### src/rtl/core/lcdq_pkg.sv
// Package for the paced LCD write queue: sizes, codes and pointer helpers.
package lcdq_pkg;

  localparam int QUEUE_DEPTH = 128;
  localparam int PTR_W       = $clog2(QUEUE_DEPTH);
  localparam int DELAY_W     = 16;
  localparam int CFG_IDX_W   = 1;

  typedef logic [PTR_W-1:0]   ptr_t;
  typedef logic [DELAY_W-1:0] delay_t;

  typedef enum logic [1:0] {
    OP_PUT   = 2'd0,
    OP_TICK  = 2'd1,
    OP_FLUSH = 2'd2
  } op_t;

  typedef enum logic [CFG_IDX_W-1:0] {
    REG_LONG_DELAY  = 1'd0,
    REG_SHORT_DELAY = 1'd1
  } reg_idx_t;

  localparam logic [7:0] ESCAPE_BYTE  = 8'hFE;
  localparam logic [7:0] HOME_LIMIT   = 8'd4;
  localparam delay_t     LONG_RESET   = DELAY_W'(10000);
  localparam delay_t     SHORT_RESET  = DELAY_W'(250);

  // circular advance, valid for any depth
  function automatic ptr_t next_slot(input ptr_t p);
    return (p == PTR_W'(QUEUE_DEPTH - 1)) ? '0 : p + 1'b1;
  endfunction

endpackage

### src/rtl/core/char_lcd_paced_write_queue_top.sv
// Paced LCD write queue: handshakes, pointers, pacing timer and head-read sequencer.
// Puts write the byte, or for an instruction the escape and then the byte in S_PUT2.
// A writing tick reads the head in S_RD1, an escape's second byte in S_RD2, then waits
// in S_EMIT for a free output register. No input is taken outside S_IDLE.
// Reset clears pointers, pacing timer and out_valid; delays return to 10000 and 250 ticks.
// The byte store is not cleared; only written entries are ever read.
module char_lcd_paced_write_queue_top (
  input  logic                               clk,
  input  logic                               rst_n,
  input  logic                               in_valid,
  output logic                               in_ready,
  input  logic [1:0]                         in_operation,
  input  logic [7:0]                         in_byte_value,
  input  logic                               in_is_instruction,
  output logic                               out_valid,
  input  logic                               out_ready,
  output logic                               out_register_select,
  output logic [7:0]                         out_lcd_byte,
  input  logic                               cfg_wr_en,
  input  logic [lcdq_pkg::CFG_IDX_W-1:0]     cfg_index,
  input  logic [lcdq_pkg::DELAY_W-1:0]       cfg_wr_data
);
  import lcdq_pkg::*;

  typedef enum logic [4:0] {
    S_IDLE = 5'b00001,
    S_PUT2 = 5'b00010,
    S_RD1  = 5'b00100,
    S_RD2  = 5'b01000,
    S_EMIT = 5'b10000
  } state_t;

  state_t     state_r, state_nxt;
  ptr_t       wp_r, wp_nxt;
  ptr_t       rp_r, rp_nxt;
  delay_t     cnt_r, cnt_nxt;
  delay_t     long_r, short_r;
  ptr_t       pos_r, pos_nxt;
  ptr_t       put_idx_r, put_idx_nxt;
  ptr_t       put_after_r, put_after_nxt;
  logic [7:0] put_val_r, put_val_nxt;
  logic       res_rs_r, res_rs_nxt;
  logic [7:0] res_byte_r, res_byte_nxt;
  logic       out_valid_r;
  logic       out_rs_r;
  logic [7:0] out_byte_r;

  logic       accept;
  logic       out_free;
  logic       emit;
  logic       mem_we;
  ptr_t       mem_waddr;
  logic [7:0] mem_wdata;
  ptr_t       mem_raddr;
  logic [7:0] mem_rdata;
  ptr_t       slot1, slot2, head_next;

  lcdq_store u_store (
    .clk   (clk),
    .we    (mem_we),
    .waddr (mem_waddr),
    .wdata (mem_wdata),
    .raddr (mem_raddr),
    .rdata (mem_rdata)
  );

  assign in_ready  = (state_r == S_IDLE);
  assign accept    = in_valid && in_ready;
  assign out_free  = !out_valid_r || out_ready;
  assign emit      = (state_r == S_EMIT) && out_free;
  assign slot1     = next_slot(wp_r);
  assign slot2     = next_slot(slot1);
  assign head_next = next_slot(rp_r);
  assign mem_raddr = (state_r == S_RD1) ? head_next : rp_r;

  always_comb begin
    state_nxt     = state_r;
    wp_nxt        = wp_r;
    rp_nxt        = rp_r;
    cnt_nxt       = cnt_r;
    pos_nxt       = pos_r;
    put_idx_nxt   = put_idx_r;
    put_after_nxt = put_after_r;
    put_val_nxt   = put_val_r;
    res_rs_nxt    = res_rs_r;
    res_byte_nxt  = res_byte_r;
    mem_we        = 1'b0;
    mem_waddr     = wp_r;
    mem_wdata     = in_byte_value;
    case (state_r)
      S_IDLE: begin
        if (accept) begin
          case (op_t'(in_operation))
            OP_PUT: begin
              if (in_is_instruction) begin
                // escape goes first; drop whole if either slot would hit the head
                if (slot1 != rp_r && slot2 != rp_r) begin
                  mem_we        = 1'b1;
                  mem_wdata     = ESCAPE_BYTE;
                  put_idx_nxt   = slot1;
                  put_after_nxt = slot2;
                  put_val_nxt   = in_byte_value;
                  state_nxt     = S_PUT2;
                end
              end else if (slot1 != rp_r) begin
                mem_we = 1'b1;
                wp_nxt = slot1;
              end
            end
            OP_TICK: begin
              if (cnt_r != '0) begin
                cnt_nxt = cnt_r - 1'b1;
              end else if (rp_r != wp_r) begin
                state_nxt = S_RD1;
              end
            end
            OP_FLUSH: begin
              wp_nxt = '0;
              rp_nxt = '0;
            end
            default: begin
            end
          endcase
        end
      end
      S_PUT2: begin
        mem_we    = 1'b1;
        mem_waddr = put_idx_r;
        mem_wdata = put_val_r;
        wp_nxt    = put_after_r;
        state_nxt = S_IDLE;
      end
      S_RD1: begin
        if (mem_rdata == ESCAPE_BYTE) begin
          // lone escape waits for the byte behind it
          if (head_next == wp_r) begin
            state_nxt = S_IDLE;
          end else begin
            pos_nxt   = head_next;
            state_nxt = S_RD2;
          end
        end else begin
          res_rs_nxt   = 1'b1;
          res_byte_nxt = mem_rdata;
          pos_nxt      = rp_r;
          state_nxt    = S_EMIT;
        end
      end
      S_RD2: begin
        res_rs_nxt   = 1'b0;
        res_byte_nxt = mem_rdata;
        state_nxt    = S_EMIT;
      end
      S_EMIT: begin
        if (out_free) begin
          rp_nxt    = next_slot(pos_r);
          cnt_nxt   = (!res_rs_r && res_byte_r < HOME_LIMIT) ? long_r : short_r;
          state_nxt = S_IDLE;
        end
      end
      default: begin
        state_nxt = S_IDLE;
      end
    endcase
  end

  always_ff @(posedge clk) begin
    if (!rst_n) begin
      state_r     <= S_IDLE;
      wp_r        <= '0;
      rp_r        <= '0;
      cnt_r       <= '0;
      out_valid_r <= 1'b0;
    end else begin
      state_r <= state_nxt;
      wp_r    <= wp_nxt;
      rp_r    <= rp_nxt;
      cnt_r   <= cnt_nxt;
      if (emit) begin
        out_valid_r <= 1'b1;
      end else if (out_ready) begin
        out_valid_r <= 1'b0;
      end
    end
  end

  always_ff @(posedge clk) begin
    if (!rst_n) begin
      long_r  <= LONG_RESET;
      short_r <= SHORT_RESET;
    end else if (cfg_wr_en) begin
      case (reg_idx_t'(cfg_index))
        REG_LONG_DELAY:  long_r  <= cfg_wr_data;
        REG_SHORT_DELAY: short_r <= cfg_wr_data;
        default: begin
        end
      endcase
    end
  end

  always_ff @(posedge clk) begin
    pos_r       <= pos_nxt;
    put_idx_r   <= put_idx_nxt;
    put_after_r <= put_after_nxt;
    put_val_r   <= put_val_nxt;
    res_rs_r    <= res_rs_nxt;
    res_byte_r  <= res_byte_nxt;
    if (emit) begin
      out_rs_r   <= res_rs_r;
      out_byte_r <= res_byte_r;
    end
  end

  assign out_valid           = out_valid_r;
  assign out_register_select = out_rs_r;
  assign out_lcd_byte        = out_byte_r;

  // a head read is only started on a non-empty queue
  a_rd_nonempty: assert property (@(posedge clk) disable iff (!rst_n)
    state_r == S_RD1 |-> rp_r != wp_r)
    else $error("head read on empty queue");

  // second half of an instruction put lands the saved write pointer
  a_put2_wp: assert property (@(posedge clk) disable iff (!rst_n)
    state_r == S_PUT2 |=> wp_r == $past(put_after_r))
    else $error("write pointer not advanced after instruction put");

  // a finished result reaches the output register on the next edge
  a_emit_out: assert property (@(posedge clk) disable iff (!rst_n)
    emit |=> out_valid_r && out_byte_r == $past(res_byte_r))
    else $error("result not transferred to output");

  // the output state is only entered from a head read
  a_emit_src: assert property (@(posedge clk) disable iff (!rst_n)
    state_r == S_EMIT |-> $past(state_r) == S_RD1 || $past(state_r) == S_RD2
                          || $past(state_r) == S_EMIT)
    else $error("unexpected entry to output state");

endmodule

### src/rtl/core/lcdq_store.sv
// Queue byte store: one write port, one read port, registered read data.
module lcdq_store (
  input  logic              clk,
  input  logic              we,
  input  lcdq_pkg::ptr_t    waddr,
  input  logic [7:0]        wdata,
  input  lcdq_pkg::ptr_t    raddr,
  output logic [7:0]        rdata
);
  import lcdq_pkg::*;

  logic [7:0] mem [QUEUE_DEPTH];
  logic [7:0] rdata_r;

  always_ff @(posedge clk) begin
    if (we) begin
      mem[waddr] <= wdata;
    end
  end

  always_ff @(posedge clk) begin
    rdata_r <= mem[raddr];
  end

  assign rdata = rdata_r;

endmodule
### config.mk
export PLATFORM = sky130hd
export DESIGN_NAME = char_lcd_paced_write_queue_top
export DESIGN_NICKNAME = d
export VERILOG_FILES = /design/src/rtl/core/lcdq_pkg.sv /design/src/rtl/core/char_lcd_paced_write_queue_top.sv /design/src/rtl/core/lcdq_store.sv
export SDC_FILE = /design/constraint.sdc
export NUM_CORES = 1
export LEC_CHECK = 0
export BUFFER_PORTS_ARGS = -buffer_cell sky130_fd_sc_hd__buf_4
export CORE_MARGIN = 5
export CORE_UTILIZATION = 25
export DETAILED_ROUTE_END_ITERATION = 8
export GPL_ROUTABILITY_DRIVEN = 0
export GPL_TIMING_DRIVEN = 1
export PLACE_DENSITY_LB_ADDON = 0.2
export SLEW_MARGIN = 20
export SYNTH_ARGS = -nofsm -noshare
export SYNTH_HDL_FRONTEND = slang
export SYNTH_SLANG_ARGS = --single-unit
### constraint.sdc
create_clock -name clk -period 23.7 [get_ports clk]
set_input_delay 2.37 -clock clk [delete_from_list [all_inputs] [get_ports clk]]
set_output_delay 2.37 -clock clk [all_outputs]
set_load 0.05 [all_outputs]
# [After elaboration in Yosys (flattened, before gate mapping)]
# Memory sizes are Yosys's and may differ from the RTL's. A register that Yosys moved wholly into a read port is not among the register bits.
# Index checks and enable logic that the tools add are counted.
[op_classes] n_eq_ne=31 n_addsub=5 n_reduce_logical=22 magnitude_cmp=1 n_mux=52 bitwise=1
[op_table] op="$mux 7" count=14
[op_table] op="$mux 16" count=5
[op_table] op="$pmux 7 s2" count=3
[op_table] op="$mux 8" count=5
[op_table] op="$mux 5" count=7
[op_table] op="$pmux 16 s2" count=1
[op_table] op="$pmux 8 s2" count=2
[op_table] op="$add 7x1->7 const B" count=4
[op_table] op="$eq 7x7->1 const B" count=4
[op_table] op="$ne 7x7->1" count=3
[op_table] op="$pmux 5 s4" count=1
[op_table] op="$ne 3x3->1 const B" count=6
[op_table] op="$reduce_bool 16->1" count=1
[op_table] op="$sub 16x1->16 const B" count=1
[op_table] op="$reduce_and 5->1" count=3
[op_table] op="$mux 1" count=10
[op_table] op="$pmux 5 s2" count=1
[op_table] op="$eq 8x8->1 const B" count=1
[op_table] op="$lt 8x3->1 const B" count=1
[op_table] op="$ne 2x1->1 const B" count=4
[op_table] op="$reduce_and 2->1" count=4
[op_table] op="$reduce_bool 2->1" count=4
[op_table] op="$eq 7x7->1" count=1
[op_table] op="$reduce_and 7->1" count=1
[op_table] op="other kinds (17)" count=25
[totals] register_bits=115 in_bits=33 output_inout_bits=11 mem_bits_rw=1024 n_memories=1 elab_cells=128
[mem_list] name="u_store.mem" words=128 word_bits=8 rd=1 rd_ports_with_merged_regs=1 write_ports=1 line_no="lcdq_store.sv:12" rtl="logic [7:0] mem [QUEUE_DEPTH];"

# [Longest topological paths before layout]
[depth] ltp_word=13 mapped_depth=15 depth_no_buf=11

# [Hierarchy]
# From an unflattened synthesis, not the netlist that was laid out.
[hier_totals] hier_cells=2359 hier_area_um2=45910.3
[by_module_without_submodules] mod="lcdq_store" seq_area_each_um2=30909.6 n_inst=1 area_per_inst_um2=39665.5 cells_per_inst=1635
[by_module_without_submodules] mod="char_lcd_paced_write_queue_top" seq_area_each_um2=2772.7 n_inst=1 area_per_inst_um2=6244.7 cells_per_inst=724

# [Worst setup path before layout]
# OpenSTA, ideal clock, no wires.
[synth_timing] path_kind="register to register" startpoint="register wp_r[0]" endpoint="memory u_store.mem[0][0] (data pin)" arrival_ns=8.721 setup_time_ns=1.225 path_buffers=3 slack_ns=13.754 synth_period_minus_slack_ns=9.946 required_ns=22.475 path_stages_with_launch=14 path_cell_list="dfxtp_1 clkbuf_2 buf_1 inv_1 ha_1 clkbuf_1 nor3_1 xnor2_1 or2b_2 xnor2_1 o41ai_2 and2_1 nor3_1 o31ai_1"
[synth_between] elab_chain_cells=11 elab_cells_between_ends=14 cone_classes="add/sub (2); eq/ne (4); mux (7); reduce/logical (1)"
[synth_lines] item="from (decl)" line_no="char_lcd_paced_write_queue_top.sv:34" rtl="ptr_t wp_r, wp_nxt;"
[synth_lines] item="from (signal assigned)" line_no="char_lcd_paced_write_queue_top.sv:176" rtl="wp_r <= wp_nxt;"
[synth_lines] item="$add 7x1->7 / $eq 7x7->1 (equally long branches)" line_no="lcdq_pkg.sv:30" rtl="return (p == PTR_W'(QUEUE_DEPTH - 1)) ? '0 : p + 1'b1;"
[synth_lines] item="$mux 7 (*)" line_no="lcdq_pkg.sv:30"
[synth_lines] item="$add 7x1->7 / $eq 7x7->1 (equally long branches)" line_no="lcdq_pkg.sv:30"
[synth_lines] item="$mux 7" line_no="lcdq_pkg.sv:30"
[synth_lines] item="$ne 7x7->1" line_no="char_lcd_paced_write_queue_top.sv:97" rtl="if (slot1 != rp_r && slot2 != rp_r) begin"
[synth_lines] item="$logic_and 1x1->1 (*)" line_no="char_lcd_paced_write_queue_top.sv:97"
[synth_lines] item="$mux 8 (*)" line_no="char_lcd_paced_write_queue_top.sv:97"
[synth_lines] item="$mux 8 (*)" line_no="char_lcd_paced_write_queue_top.sv:95" rtl="if (in_is_instruction) begin"
[synth_lines] item="$mux 8 (*)" line_no="char_lcd_paced_write_queue_top.sv:93" rtl="case (op_t'(in_operation))"
[synth_lines] item="$mux 8 (*)" line_no="char_lcd_paced_write_queue_top.sv:92" rtl="if (accept) begin"
[synth_lines] item="$pmux 8 s2 (*)" line_no="char_lcd_paced_write_queue_top.sv:90" rtl="case (state_r)"
[synth_lines] item="via mem_wdata[0]" line_no="char_lcd_paced_write_queue_top.sv:53" rtl="logic [7:0] mem_wdata;"
[synth_lines] item="to (decl)" line_no="lcdq_store.sv:12"
# The timed path passes the listed nets; every way through them passes the cells marked *.

# [Worst setup path after layout]
[layout_timing] startpoint="register rp_r[0]" endpoint="register u_store.rdata_r[6], in the netlist u_store.rdata[6] (read register of u_store.mem)"
[layout_between] elab_chain_cells=3 elab_cells_between_ends=4 cone_classes="add/sub (1); eq/ne (1); mux (2)"
[layout_lines] item="from (decl)" line_no="char_lcd_paced_write_queue_top.sv:35" rtl="ptr_t rp_r, rp_nxt;"
[layout_lines] item="from (signal assigned)" line_no="char_lcd_paced_write_queue_top.sv:177" rtl="rp_r <= rp_nxt;"
[layout_lines] item="$add 7x1->7 / $eq 7x7->1 (equally long branches)" line_no="lcdq_pkg.sv:30"
[layout_lines] item="$mux 7" line_no="lcdq_pkg.sv:30"
[layout_lines] item="$mux 7 (*)" line_no="char_lcd_paced_write_queue_top.sv:74" rtl="assign mem_raddr = (state_r == S_RD1) ? head_next : rp_r;"
[layout_lines] item="to (decl)" line_no="lcdq_store.sv:13" rtl="logic [7:0] rdata_r;"
# Mark *: on every way between the ends. The rest lies on a longest branch, timed or not.
# A chain may end at the register's enable or synchronous reset.

==> flow_metrics.tcl <==
set metrics [dict create \
    cp_common_cell "buf_4" \
    synth_edf_count 1071 \
    viasPerCell 4.81 \
    worst_setup_path_start_kind "flip-flop" \
    synth_flop_cell "edfxtp_1" \
    antenna_found_initial 4 \
    stdcell_count 6090 \
    slowest_stage "buf_4" \
    diodes 0 \
    grt_pass1_vias 29000 \
    synth_top_area_share_pct 67.9 \
    yosysTopAreaCell "edfxtp_1" \
    rrSetupSlack_ns 17.71 \
    synth_seq_area_share_pct 71.1 \
    die_area_um2 198000 \
    gr-usage-met1_pct 20.8 \
    cp_num_buf_inv 3 \
    syn-cell-area_um2 47400 \
    cts_max_path_buffers 3 \
    hold_viol_final 0 \
    cp_num_cells 12 \
    timing.rr.end "u_store.rdata[6]$_DFF_P_" \
    yosys_warnings 0 \
    drtIter0Drc 2650 \
    outcome "finished, final reports clean" \
    placed_area_um2 50700 \
    netlist_top_cells_count "1071 x edfxtp_1, 554 x nand2_1, 212 x nor2_1, 211 x mux2i_1, 169 x a21oi_1" \
    fp.dieH_um 445 \
    tightest_slew_ns 1.15 \
    final_nets 3528 \
    slew_headroom_pct 22.9 \
    place_inst 5852 \
    area_delta_synth_final_pct 15.9 \
    min_path_type "flip-flop to flip-flop" \
    synth_cells 3452 \
    grt.total_usage_pct 15.0 \
    max_freq_ghz 0.167 \
    post_cts_buffers 0 \
    synth_cell_types 91 \
    cts_tree "done" \
    fin_setup_tns_ns 0 \
    grt_setup_unrepaired "false" \
    synthTopCellsByArea "edfxtp_1 68%, mux2i_1 4.5%, nand2_1 4.4%" \
    period_share_pct 25.3 \
    portBuffers 43 \
    drt_pass1_iterations 5 \
    worstSetupStartpoint "rp_r[0]$_SDFFE_PN0P_" \
    setup_viol 0 \
    dpl.hpwl_um 91100 \
    cp_data_required_time_ns 24.34 \
    grt-ovfl-total 0 \
    grt_pass1_wl_um 218000 \
    yosysMostFrequentCell "edfxtp_1" \
    drc 0 \
    ys_ff_latch 1147 \
    wire_per_inst_um 25.0 \
    slew_violations 0 \
    drive_gt1_share_pct 11.3 \
    crit_chain "ha_1 -> nand4_1 -> o211a_1 -> nor2_4 -> buf_4 -> buf_12 -> buf_4 -> mux4_2 -> a2111oi_0 -> nor3_1 -> nor4_1 -> a21oi_1" \
    io_pins 44 \
    drtAntennaViolNets 0 \
    drv_cap 0 \
    vdd_drop_max_mv 0.0709 \
    cts_hold_buf 0 \
    cts_sinks 1147 \
    path_class "flip-flop to flip-flop" \
    die_width_um 445 \
    worstSetupEndpointType "flip-flop" \
    drt-total-wl_um 152000 \
    clockRootBuffer "clkbuf_16" \
    clkLatencyLatePin_ns 0.77 \
    htreeDepth 4 \
    rows 159 \
    crit_family "buffers and inverters" \
    cts_resized 0 \
    r2r-start "rp_r[0]$_SDFFE_PN0P_" \
    core_region_area_um2 188000 \
    numCtsBuffers 131 \
    synthArstFlopShare_pct 0 \
    slowest_delay_ns 0.71 \
    vias 29300 \
    reg2reg_depth 12 \
    worstSetupEndpoint "u_store.rdata[6]$_DFF_P_" \
    crit_arrival_ns 6.63 \
    power_leakage_nw 18.6 \
    synth_area_per_cell_um2 13.7 \
    fin_util_pct 29.2 \
    grt_max_degree 107 \
    clkTransAtPathRegs_ns 0.06 \
    synthesis.nets 3490 \
    use_met3_pct 2.21 \
    worst-path-max-fanout 103 \
    power_mw 4.71 \
    fin_crit_ns 5.99 \
    initial_core_util_pct 25.2 \
    busiest_layer "met2" \
    p_per_area_nw_per_um2 85.7 \
    finClkSkew_ns 0.0266 \
    met2_usage_pct 24.4 \
    design_area_um2 54900 \
]
-- placed cells by master, fill, tap and decap left out, types with 13 or more instances in the layout --
master,count
buf_4,125
and3_1,77
nand2_1,552
inv_1,20
clkbuf_1,29
o221ai_1,45
o22ai_1,50
edfxtp_1,1071
o22a_1,14
mux4_2,21
a21oi_1,166
clkinv_1,27
dfxtp_1,76
a22oi_1,36
xnor2_1,27
nand3b_1,13
a2111oi_0,26
mux2i_1,211
clkinv_2,17
a31oi_1,73
nor4_1,24
o21ai_4,16
nor3_1,56
nor2_1,208
o21ai_0,71
a211oi_1,79
nand3_1,106
clkbuf_16,134
-- cell type report --
type	count	area, µm²
Sequential cell	1147	33700
Multi-Input combinational cell	2062	12800
Tap cell	2495	3120
Fill cell	19100	133000
Inverter	21	78.8
Clock buffer	167	3520
Clock inverter	71	709
Timing Repair Buffer	127	978
-- worst min-delay path by stage --
stage | from | to | cells past startpoint
2_1_floorplan | u_store.rdata[0]$_DFF_P_ | res_byte_r[0]$_DFFE_PP_ | 0
3_3_place_gp | res_byte_r[0]$_DFFE_PP_ | out_lcd_byte[0]$_DFFE_PP_ | 0
3_5_place_dp | res_byte_r[0]$_DFFE_PP_ | out_lcd_byte[0]$_DFFE_PP_ | 0
4_1_cts | res_byte_r[0]$_DFFE_PP_ | out_lcd_byte[0]$_DFFE_PP_ | 0
5_1_grt | res_byte_r[0]$_DFFE_PP_ | out_lcd_byte[0]$_DFFE_PP_ | 0
6_report | res_byte_r[0]$_DFFE_PP_ | out_lcd_byte[0]$_DFFE_PP_ | 0
-- metrics by stage --
step / worst slack [ns] / hold WS [ns]
global route: 17.33 / 0.437
detailed placement: 17.60 / 0.406
global placement: 17.76 / 0.412
floorplan: 13.75 / 0.399
finish: 17.71 / 0.418
CTS: 17.60 / 0.419
-- sequential cells by signal, indices dropped and copies added (netlist names), 7 cells and up --
name / cells
out_lcd_byte: 8
put_after_r: 7
rp_r: 7
short_r: 16
put_idx_r: 7
wp_r: 7
put_val_r: 8
u_store.mem: 1024
pos_r: 7
long_r: 16
u_store.rdata: 8
res_byte_r: 8
cnt_r: 16
-- routing by layer --
metal / share of wire [%] / vias up
li1: - / 13300
met1: 46 / 15100
met2: 47 / 764
met3: 4.9 / 193
met4: 2.6 / 0
met5: 0 / -
-- kinds of logic after synthesis --
logic type / after synthesis / synth area share [%]
and+or+nand+nor: 1109 / 10.4
muxes: 237 / 5.58
xor gates and xnor gates: 42 / 0.821
AOI/OAI and AO/OA: 669 / 9.63
DFF: 1147 / 71.1
adders and majority gates: 5 / 0.132
buffers and inverters: 243 / 2.35
-- power breakdown --
part	switching, mW	internal [mW]	total [mW]
combinational	0.282	0.122	0.404
sequential	0.0294	2.27	2.30
clock	0.858	1.15	2.01
(Power assumes the default switching activity.)
